File: src/hdl/assert_macros.svh
// Assertion helper macros for the permutation move-and-rank engine.
// Included by the top level; no other dependencies.
`ifndef ASSERT_MACROS_SVH
`define ASSERT_MACROS_SVH
`ifndef SYNTHESIS
// Same-cycle implication, disabled while reset is low.
`define ASSERT_IMPLIES(label, clk, rst_n, ante, cons) \
    label: assert property (@(posedge clk) disable iff (!rst_n) (ante) |-> (cons)) \
        else $error("assertion failed");
// Next-cycle implication, disabled while reset is low.
`define ASSERT_NEXT(label, clk, rst_n, ante, cons) \
    label: assert property (@(posedge clk) disable iff (!rst_n) (ante) |=> (cons)) \
        else $error("assertion failed");
`else
`define ASSERT_IMPLIES(label, clk, rst_n, ante, cons)
`define ASSERT_NEXT(label, clk, rst_n, ante, cons)
`endif
`endif

File: src/hdl/pmr_pkg.sv
// Shared types, tables and helper functions for the permutation engine.
// No dependencies; imported by every module of the block.
package pmr_pkg;

    localparam int NPOS = 12;
    localparam logic [28:0] RANK_LIMIT = 29'd479001600;
    localparam logic [3:0] LAST_DIGIT = 4'(NPOS - 1);

    typedef struct packed {
        logic        op;
        logic [28:0] rank_in;
        logic [3:0]  move;
    } req_t;

    typedef struct packed {
        logic [28:0] rank_out;
        logic        error;
    } rsp_t;

    localparam logic OP_LOAD = 1'b0;
    localparam logic OP_MOVE = 1'b1;

    typedef enum logic [1:0] {
        ST_HOLD,
        ST_SHIFT,
        ST_ROTATE,
        ST_MOVE
    } store_op_t;

    typedef struct packed {
        store_op_t  op;
        logic [3:0] move;
        logic [3:0] piece;
    } store_ctrl_t;

    typedef enum logic [1:0] {
        AR_RECIP,
        AR_FIX,
        AR_RANK
    } arith_op_t;

    typedef struct packed {
        logic [3:0]  q_est;
        logic [3:0]  q;
        logic [28:0] r;
        logic [28:0] sum;
    } arith_res_t;

    // Three positions per move: c0 takes c1, c1 takes c2, c2 takes c0.
    localparam logic [3:0] CYCLE_TAB [16][3] = '{
        '{4'd2, 4'd1, 4'd0},  '{4'd3, 4'd4, 4'd0},  '{4'd6, 4'd5, 4'd1},
        '{4'd5, 4'd7, 4'd3},  '{4'd8, 4'd9, 4'd2},  '{4'd10, 4'd8, 4'd4},
        '{4'd9, 4'd11, 4'd6}, '{4'd11, 4'd10, 4'd7},
        '{4'd0, 4'd1, 4'd2},  '{4'd0, 4'd4, 4'd3},  '{4'd1, 4'd5, 4'd6},
        '{4'd3, 4'd7, 4'd5},  '{4'd2, 4'd9, 4'd8},  '{4'd4, 4'd8, 4'd10},
        '{4'd6, 4'd11, 4'd9}, '{4'd7, 4'd10, 4'd11}
    };

    // Factorial weight of digit position d.
    function automatic logic [28:0] weight_of(input logic [3:0] d);
        logic [28:0] w;
        case (d)
            4'd0:    w = 29'd39916800;
            4'd1:    w = 29'd3628800;
            4'd2:    w = 29'd362880;
            4'd3:    w = 29'd40320;
            4'd4:    w = 29'd5040;
            4'd5:    w = 29'd720;
            4'd6:    w = 29'd120;
            4'd7:    w = 29'd24;
            4'd8:    w = 29'd6;
            4'd9:    w = 29'd2;
            4'd10:   w = 29'd1;
            4'd11:   w = 29'd1;
            default: w = 29'd0;
        endcase
        return w;
    endfunction

    // floor(2^32 / weight), clipped to 32 bits for a weight of one.
    function automatic logic [31:0] recip_of(input logic [3:0] d);
        logic [31:0] m;
        case (d)
            4'd0:    m = 32'd107;
            4'd1:    m = 32'd1183;
            4'd2:    m = 32'd11835;
            4'd3:    m = 32'd106522;
            4'd4:    m = 32'd852176;
            4'd5:    m = 32'd5965232;
            4'd6:    m = 32'd35791394;
            4'd7:    m = 32'd178956970;
            4'd8:    m = 32'd715827882;
            4'd9:    m = 32'd2147483648;
            4'd10:   m = 32'd4294967295;
            4'd11:   m = 32'd4294967295;
            default: m = 32'd0;
        endcase
        return m;
    endfunction

    // Source position that position p takes its piece from under move mv.
    function automatic logic [3:0] move_src(input logic [3:0] mv, input logic [3:0] p);
        logic [3:0] src;
        src = p;
        if (p == CYCLE_TAB[mv][0]) src = CYCLE_TAB[mv][1];
        else if (p == CYCLE_TAB[mv][1]) src = CYCLE_TAB[mv][2];
        else if (p == CYCLE_TAB[mv][2]) src = CYCLE_TAB[mv][0];
        return src;
    endfunction

endpackage

File: src/hdl/permutation_move_and_rank_engine.sv
// Permutation move-and-rank engine: keeps a permutation of twelve pieces
// (identity after reset), loads it from a Lehmer rank or applies one of
// sixteen fixed three-way rotations, and returns the rank after every beat. One
// request is handled at a time; a move, or a load whose rank is out of range,
// skips unranking and goes straight to ranking. Unranking and ranking share
// the single multiplier: unranking takes each digit as a reciprocal estimate,
// then a remainder correction, and a further step places the last piece;
// ranking takes the positions in turn as the piece store rotates past its
// head. The result register lets the next request be accepted while a result
// still waits to be taken.
// Depends on pmr_pkg, pmr_arith, pmr_store and assert_macros.svh.
`include "assert_macros.svh"

module permutation_move_and_rank_engine
    import pmr_pkg::*;
(
    input  logic clk,
    input  logic rst_n,
    input  logic req_valid,
    output logic req_ready,
    input  req_t req,
    output logic rsp_valid,
    input  logic rsp_ready,
    output rsp_t rsp
);

    typedef enum logic [2:0] {
        S_IDLE,
        S_DIV_MUL,
        S_DIV_FIX,
        S_PICK_LAST,
        S_RANK,
        S_FINISH
    } state_t;

    state_t      state_reg;
    logic [3:0]  digit_reg;
    logic [28:0] r_reg;
    logic [3:0]  q_est_reg;
    logic [3:0]  q_reg;
    logic        pick_pending_reg;
    logic [11:0] unused_reg;
    logic [11:0] seen_reg;
    logic [28:0] sum_reg;
    logic        err_reg;
    logic        rsp_valid_reg;
    rsp_t        rsp_reg;

    store_ctrl_t store_ctrl;
    logic [3:0]  head;
    arith_op_t   arith_op;
    arith_res_t  arith_res;
    logic [3:0]  piece;
    logic [11:0] unused_next;
    logic [3:0]  rank_cnt;
    logic [11:0] seen_next;
    logic        accept;
    logic        rank_start;

    function automatic logic [3:0] popcount12(input logic [11:0] v);
        logic [3:0] n;
        n = 4'd0;
        for (int k = 0; k < NPOS; k++)
        begin
            n = n + {3'b000, v[k]};
        end
        return n;
    endfunction

    function automatic logic [11:0] low_mask(input logic [3:0] n);
        logic [11:0] m;
        for (int k = 0; k < NPOS; k++)
        begin
            m[k] = (4'(k) < n);
        end
        return m;
    endfunction

    function automatic logic [11:0] one_hot(input logic [3:0] n);
        logic [11:0] m;
        for (int k = 0; k < NPOS; k++)
        begin
            m[k] = (4'(k) == n);
        end
        return m;
    endfunction

    // Pick the q-th still unused piece.
    function automatic logic [3:0] pick_piece(input logic [11:0] unused,
                                              input logic [3:0] q);
        logic [3:0] idx;
        idx = 4'd0;
        for (int j = 0; j < NPOS; j++)
        begin
            if (unused[j] && (popcount12(unused & low_mask(4'(j))) == q))
            begin
                idx = 4'(j);
            end
        end
        return idx;
    endfunction

    assign accept    = req_valid && req_ready;
    assign req_ready = (state_reg == S_IDLE);
    assign rsp_valid = rsp_valid_reg;
    assign rsp       = rsp_reg;

    assign piece       = pick_piece(unused_reg, q_reg);
    assign unused_next = unused_reg & ~one_hot(piece);
    assign rank_cnt    = popcount12(~seen_reg & low_mask(head));
    assign seen_next   = seen_reg | one_hot(head);
    assign rank_start  = (state_reg == S_RANK) && (digit_reg == 4'd0);

    always_comb
    begin
        store_ctrl.op    = ST_HOLD;
        store_ctrl.move  = req.move;
        store_ctrl.piece = piece;
        arith_op         = AR_RANK;
        case (state_reg)
            S_IDLE:
            begin
                if (accept && (req.op == OP_MOVE)) store_ctrl.op = ST_MOVE;
            end
            S_DIV_MUL:
            begin
                arith_op = AR_RECIP;
                if (pick_pending_reg) store_ctrl.op = ST_SHIFT;
            end
            S_DIV_FIX:   arith_op = AR_FIX;
            S_PICK_LAST: store_ctrl.op = ST_SHIFT;
            S_RANK:      store_ctrl.op = ST_ROTATE;
            default:
            begin
            end
        endcase
    end

    pmr_arith u_arith (
        .op    (arith_op),
        .digit (digit_reg),
        .r     (r_reg),
        .q_est (q_est_reg),
        .cnt   (rank_cnt),
        .sum   (sum_reg),
        .res   (arith_res)
    );

    pmr_store u_store (
        .clk   (clk),
        .rst_n (rst_n),
        .ctrl  (store_ctrl),
        .head  (head)
    );

    always_ff @(posedge clk or negedge rst_n)
    begin
        if (!rst_n)
        begin
            state_reg        <= S_IDLE;
            digit_reg        <= 4'd0;
            pick_pending_reg <= 1'b0;
            unused_reg       <= '1;
            seen_reg         <= '0;
            sum_reg          <= '0;
            err_reg          <= 1'b0;
            rsp_valid_reg    <= 1'b0;
            r_reg            <= '0;
            q_est_reg        <= '0;
            q_reg            <= '0;
            rsp_reg          <= '0;
        end
        else
        begin
            // Load a finished result, or drop the one just taken.
            if ((state_reg == S_FINISH) && (!rsp_valid_reg || rsp_ready))
            begin
                rsp_valid_reg <= 1'b1;
            end
            else if (rsp_valid_reg && rsp_ready)
            begin
                rsp_valid_reg <= 1'b0;
            end
            case (state_reg)
                S_IDLE:
                begin
                    if (accept)
                    begin
                        digit_reg <= 4'd0;
                        seen_reg  <= '0;
                        sum_reg   <= '0;
                        if (req.op == OP_MOVE)
                        begin
                            err_reg   <= 1'b0;
                            state_reg <= S_RANK;
                        end
                        else if (req.rank_in >= RANK_LIMIT)
                        begin
                            err_reg   <= 1'b1;
                            state_reg <= S_RANK;
                        end
                        else
                        begin
                            err_reg          <= 1'b0;
                            r_reg            <= req.rank_in;
                            unused_reg       <= '1;
                            pick_pending_reg <= 1'b0;
                            state_reg        <= S_DIV_MUL;
                        end
                    end
                end
                S_DIV_MUL:
                begin
                    q_est_reg <= arith_res.q_est;
                    if (pick_pending_reg) unused_reg <= unused_next;
                    state_reg <= S_DIV_FIX;
                end
                S_DIV_FIX:
                begin
                    q_reg            <= arith_res.q;
                    r_reg            <= arith_res.r;
                    pick_pending_reg <= 1'b1;
                    if (digit_reg == LAST_DIGIT)
                    begin
                        state_reg <= S_PICK_LAST;
                    end
                    else
                    begin
                        digit_reg <= digit_reg + 4'd1;
                        state_reg <= S_DIV_MUL;
                    end
                end
                S_PICK_LAST:
                begin
                    unused_reg <= unused_next;
                    digit_reg  <= 4'd0;
                    seen_reg   <= '0;
                    sum_reg    <= '0;
                    state_reg  <= S_RANK;
                end
                S_RANK:
                begin
                    sum_reg  <= arith_res.sum;
                    seen_reg <= seen_next;
                    if (digit_reg == LAST_DIGIT)
                    begin
                        state_reg <= S_FINISH;
                    end
                    else
                    begin
                        digit_reg <= digit_reg + 4'd1;
                    end
                end
                S_FINISH:
                begin
                    // Hold until the result register is free.
                    if (!rsp_valid_reg || rsp_ready)
                    begin
                        rsp_reg.rank_out <= sum_reg;
                        rsp_reg.error    <= err_reg;
                        state_reg        <= S_IDLE;
                    end
                end
                default:
                begin
                    state_reg <= S_IDLE;
                end
            endcase
        end
    end

    `ASSERT_NEXT(a_busy_after_accept, clk, rst_n, accept, !req_ready)
    `ASSERT_IMPLIES(a_rank_in_range, clk, rst_n, rsp_valid, rsp.rank_out < RANK_LIMIT)
    `ASSERT_IMPLIES(a_rank_walk_fresh, clk, rst_n, rank_start, (seen_reg == '0) && (sum_reg == '0))
    `ASSERT_IMPLIES(a_unrank_pieces_left, clk, rst_n, state_reg == S_PICK_LAST, $countones(unused_reg) == 1)

endmodule

File: src/hdl/pmr_arith.sv
// Shared multiply/subtract/accumulate unit of the permutation engine.
// Depends on pmr_pkg for the weight and reciprocal tables.
module pmr_arith
    import pmr_pkg::*;
(
    input  arith_op_t   op,
    input  logic [3:0]  digit,
    input  logic [28:0] r,
    input  logic [3:0]  q_est,
    input  logic [3:0]  cnt,
    input  logic [28:0] sum,
    output arith_res_t  res
);

    logic [28:0] w;
    logic [31:0] mul_a;
    logic [31:0] mul_b;
    logic [63:0] prod;
    logic [28:0] rem;
    logic        ge;

    assign w = weight_of(digit);

    // One multiplier serves quotient estimate, remainder and rank term.
    always_comb
    begin
        case (op)
            AR_RECIP:
            begin
                mul_a = {3'b000, r};
                mul_b = recip_of(digit);
            end
            AR_FIX:
            begin
                mul_a = {28'd0, q_est};
                mul_b = {3'b000, w};
            end
            AR_RANK:
            begin
                mul_a = {28'd0, cnt};
                mul_b = {3'b000, w};
            end
            default:
            begin
                mul_a = 32'd0;
                mul_b = 32'd0;
            end
        endcase
    end

    assign prod = mul_a * mul_b;

    // Estimate is never above the true quotient and at most one below it.
    assign rem = r - prod[28:0];
    assign ge  = (rem >= w);

    assign res.q_est = prod[35:32];
    assign res.q     = q_est + {3'b000, ge};
    assign res.r     = ge ? (rem - w) : rem;
    assign res.sum   = sum + prod[28:0];

endmodule

File: src/hdl/pmr_store.sv
// Twelve-entry piece store: shift-in, rotate and three-way position swap.
// Depends on pmr_pkg for the control struct and move table.
module pmr_store
    import pmr_pkg::*;
(
    input  logic        clk,
    input  logic        rst_n,
    input  store_ctrl_t ctrl,
    output logic [3:0]  head
);

    logic [3:0] pos_reg  [NPOS];
    logic [3:0] pos_next [NPOS];

    always_comb
    begin
        for (int p = 0; p < NPOS; p++)
        begin
            pos_next[p] = pos_reg[p];
        end
        case (ctrl.op)
            ST_SHIFT:
            begin
                for (int p = 0; p < NPOS - 1; p++)
                begin
                    pos_next[p] = pos_reg[p + 1];
                end
                pos_next[NPOS - 1] = ctrl.piece;
            end
            ST_ROTATE:
            begin
                for (int p = 0; p < NPOS - 1; p++)
                begin
                    pos_next[p] = pos_reg[p + 1];
                end
                pos_next[NPOS - 1] = pos_reg[0];
            end
            ST_MOVE:
            begin
                for (int p = 0; p < NPOS; p++)
                begin
                    pos_next[p] = pos_reg[move_src(ctrl.move, 4'(p))];
                end
            end
            default:
            begin
            end
        endcase
    end

    always_ff @(posedge clk or negedge rst_n)
    begin
        if (!rst_n)
        begin
            for (int p = 0; p < NPOS; p++)
            begin
                pos_reg[p] <= 4'(p);
            end
        end
        else
        begin
            for (int p = 0; p < NPOS; p++)
            begin
                pos_reg[p] <= pos_next[p];
            end
        end
    end

    assign head = pos_reg[0];

endmodule

File: config.mk
export PLATFORM = sky130hd
export DESIGN_NAME = permutation_move_and_rank_engine
export DESIGN_NICKNAME = d
export VERILOG_FILES = /design/src/hdl/pmr_pkg.sv /design/src/hdl/permutation_move_and_rank_engine.sv /design/src/hdl/pmr_arith.sv /design/src/hdl/pmr_store.sv
export VERILOG_INCLUDE_DIRS = /design/src /design/src/hdl
export SDC_FILE = /design/constraint.sdc
export NUM_CORES = 2
export LEC_CHECK = 0
export BUFFER_PORTS_ARGS = -buffer_cell sky130_fd_sc_hd__clkbuf_2
export CAP_MARGIN = 10
export CELL_PAD_IN_SITES_DETAIL_PLACEMENT = 1
export CELL_PAD_IN_SITES_GLOBAL_PLACEMENT = 2
export CORE_MARGIN = 5
export CORE_UTILIZATION = 42
export DETAILED_ROUTE_END_ITERATION = 10
export GPL_TIMING_DRIVEN = 0
export MAX_ROUTING_LAYER = met4
export PLACE_DENSITY_LB_ADDON = 0.05
export SLEW_MARGIN = 20
export SYNTH_ARGS = -nofsm -noshare
export SYNTH_HDL_FRONTEND = slang
export SYNTH_SLANG_ARGS = --single-unit
File: constraint.sdc
create_clock -name clk -period 17.7 [get_ports clk]
set_clock_uncertainty 0.2 [all_clocks]
set_input_delay 1.77 -clock clk [delete_from_list [all_inputs] [get_ports clk]]
set_output_delay 1.77 -clock clk [all_outputs]
set_load 0.005 [all_outputs]
==> reports/metrics.yaml <==
floorplan:
  coreArea_sq_um: 80500
  die_w_um: 295
  io_pins: 70
  start_util_pct: 42.4
  die_y_um: 295
  die_area_sq_um: 87100
  row_count: 104
sta:
  min_period_over_period_pct: 96.0
  fin_setup_tns_ns: 0
  period_minus_slack_ns: 16.98
  tightestPinTransition_ns: 1.25
  relSlewSlack_pct: 16.1
  drv_slew: 0
  max_freq_ghz: 0.0589
  finalSetupViolCount: 0
  hold_slack_ns: 0.300
  hold_viol: 0
  grt_setup_unrepaired: "false"
drt:
  num_vias: 30000
  drc: 0
  viasPerCell: 5.88
  wirelength_mm: 146
  wl_per_cell_um: 28.6
  ant_nets: 0
  firstDrtPassIters: 6
  initialDrtViolationCount: 2613
grt:
  grt-ovfl-total: 0
  busiest_layer: "met2"
  grt_pass1_wl_mm: 215
  use_met3_pct: 8.75
  met1_usage_pct: 48.7
  grt_usage_pct: 34.7
  antenna_found_initial: 10
  grt_max_degree: 75
  met2_usage_pct: 50.6
  grt_pass1_vias: 31700
synthesis:
  synthCells: 3933
  avgSynthCellArea_sq_um: 8.69
  yosysSeqAreaShare_pct: 13.2
  ys_warn_count: 0
  synthArstFlopShare_pct: 100
  synth_edf_count: 0
  ys_seq_elements: 178
  synthesis.nets: 4734
  synth_top_area_cell: "fa_1"
  synthTopCellsByArea: "fa_1, dfrtp_1, ha_1, inv_1, nand2_1"
  yosysTopAreaCellShare_pct: 30.5
  synthFlopType: "dfrtp_1"
  synth.cell_area_sq_um: 34200
  yosysUniqueCellTypes: 97
clocking:
  post_cts_buffers: 0
  cts-resized-gates: 6
  clk_path_buf_depth: 2
  clkLatencyLatePin_ns: 0.48
  root_buffer: "clkbuf_16"
  htreeDepth: 4
  numCtsBuffers: 17
  clock_sinks: 178
  cts_hold_buf: 0
  cts_tree: "yes"
  cts.clk_slew.worst_paths_ns: 0.08
setup_path:
  r2r-start: "u_store.head[1]"
  crit_required_ns: 17.86
  crit_top_cell: "fa_1"
  cp-startpoint: "u_store.head[1]"
  path_class: "reg -> reg"
  crit_slowest_cell: "fa_1"
  rrSetupSlack_ns: 0.72
  crit_path_max_incr_delay_ns: 0.60
  cp.arrival_ns: 17.14
  endpoint: "q_reg[1]"
  critical-path-top-delay-family: "adder cells"
  cp_num_cells: 57
  timing.rr.end: "q_reg[1]"
  critPathCaptureType: "flop"
  cp_max_fo: 10
  startpoint_type: "flop"
  ff2ff_path_depth: 57
  crit_buf_inv: 8
cells_and_area:
  drive_above_1_share_pct: 7.42
  stdcell_count: 5103
  final_nets: 4829
  largest_reg_flops: 44
  final_util_pct: 45.6
  syn_to_final_growth_pct: 7.59
place:
  gp_congestion: 1.00
  dpl.hpwl_mm: 120
  dp.cells: 5072
  portBuffers: 69
job:
  drv_cap: 0
run_status:
  status: "complete, no violations"
worst_hold_path:
  holdCritPathClass: "reg -> reg"
==> cells by family (layout without fill, tap and decap cells) <==
logic type	count (synthesis)	count (layout)	share of synthesized area [%]
other cells	0	2	0
mux	95	95	4.00
xor+xnor	186	186	5.18
flops	178	178	13.2
compound gates	682	682	13.1
fa+ha+maj	763	763	39.4
simple gates	1225	1225	16.3
buf+inv	804	912	8.87
==> synthesized netlist by cell type (8+ instances only) <==
cell        n
mux2_2     42
nor3_1     51
o21a_1     17
o31ai_1    29
nand4_1    16
o21ai_0   147
a32oi_1    11
fa_1      521
a211oi_1   26
and2_1     92
o21ai_1    12
nor2b_1    29
xnor3_1     8
ha_1      242
a22oi_1    32
nand2_1   575
a21o_1     40
o221ai_1    8
dfstp_2    32
a21oi_1   172
mux2i_1    24
mux4_2     29
nor2_1    223
or2_2      15
o211ai_1   22
o22a_1     10
o21bai_1   22
xor2_1     58
o22ai_1    10
xnor2_1   117
nand2b_1   34
a31oi_1    32
nand3_1   102
or3_1      11
a221o_1     9
inv_1     609
nor4_1      9
a221oi_1   15
dfrtp_1   146
and3_1     26
buf_1      29
clkbuf_1  158
==> metrics by stage <==
| stage | worst slack (ns) | area [sq um] |
|---|---|---|
| finish | 0.715 | 36800 |
| global route | 0.0481 | 36700 |
| CTS | 0.0578 | 36700 |
| detailed placement | -0.756 | 36100 |
| global placement | -1.11 | 35800 |
| floorplan | 3.13 | 34200 |
==> cell usage in the layout (no fill, tap or decap), drive strengths merged, types with 59 or more instances in the layout <==
cell type and n:
fa 521, nor2 224, ha 242, inv 615
xnor2 118, a21oi 173, xor2 59, and2 94
nand3 102, nand2 575, clkbuf 241, o21ai 159
dfrtp 146
==> worst reg2reg max path: cells and delay by family (launching register included) <==
| family | cells | cell delay [ns] |
|---|---|---|
| AO/OA/AOI/OAI | 9 | 2.26 |
| XOR/XNOR | 3 | 0.85 |
| adder cells (fa/ha/maj) | 19 | 8.34 |
| buffers and inverters | 8 | 1.05 |
| flip-flops | 1 | 0.57 |
| AND/OR/NAND/NOR | 18 | 3.64 |
==> area by class of cell <==
class	count	area, sq um
clock buffers	17	425
well taps	1060	1330
repair buffers	79	480
multi-input cells	2951	26800
plain buffers	191	738
clock inverters	15	168
flip-flops and latches	178	4500
fillers	9559	43800
inverters	610	2290
diodes	2	5.00
==> per-layer routing <==
layer	part of all wire, %	wire [um]	vias up
met1	44	64700	15500
met5	0	0	-
met3	9.5	13900	198
li1	-	-	13000
met2	43	62800	1224
met4	3.2	4680	0
==> worst min-delay path by stage <==
| stage | from | to | slack (ns) | depth (start not counted) |
|---|---|---|---|---|
| final | seen_reg[8] | seen_reg[8] | 0.30 | 2 |
| after global routing | seen_reg[4] | seen_reg[4] | 0.32 | 2 |
| after CTS | seen_reg[8] | seen_reg[8] | 0.31 | 2 |
| after detailed placement | err_reg | err_reg | 0.29 | 2 |
| after global placement | seen_reg[4] | seen_reg[4] | 0.27 | 2 |
| after floorplan | err_reg | err_reg | 0.24 | 2 |
Power is left out: the tool's default activity adds up to more than one toggle a clock period on the data nets, which glitch-free logic cannot reach.
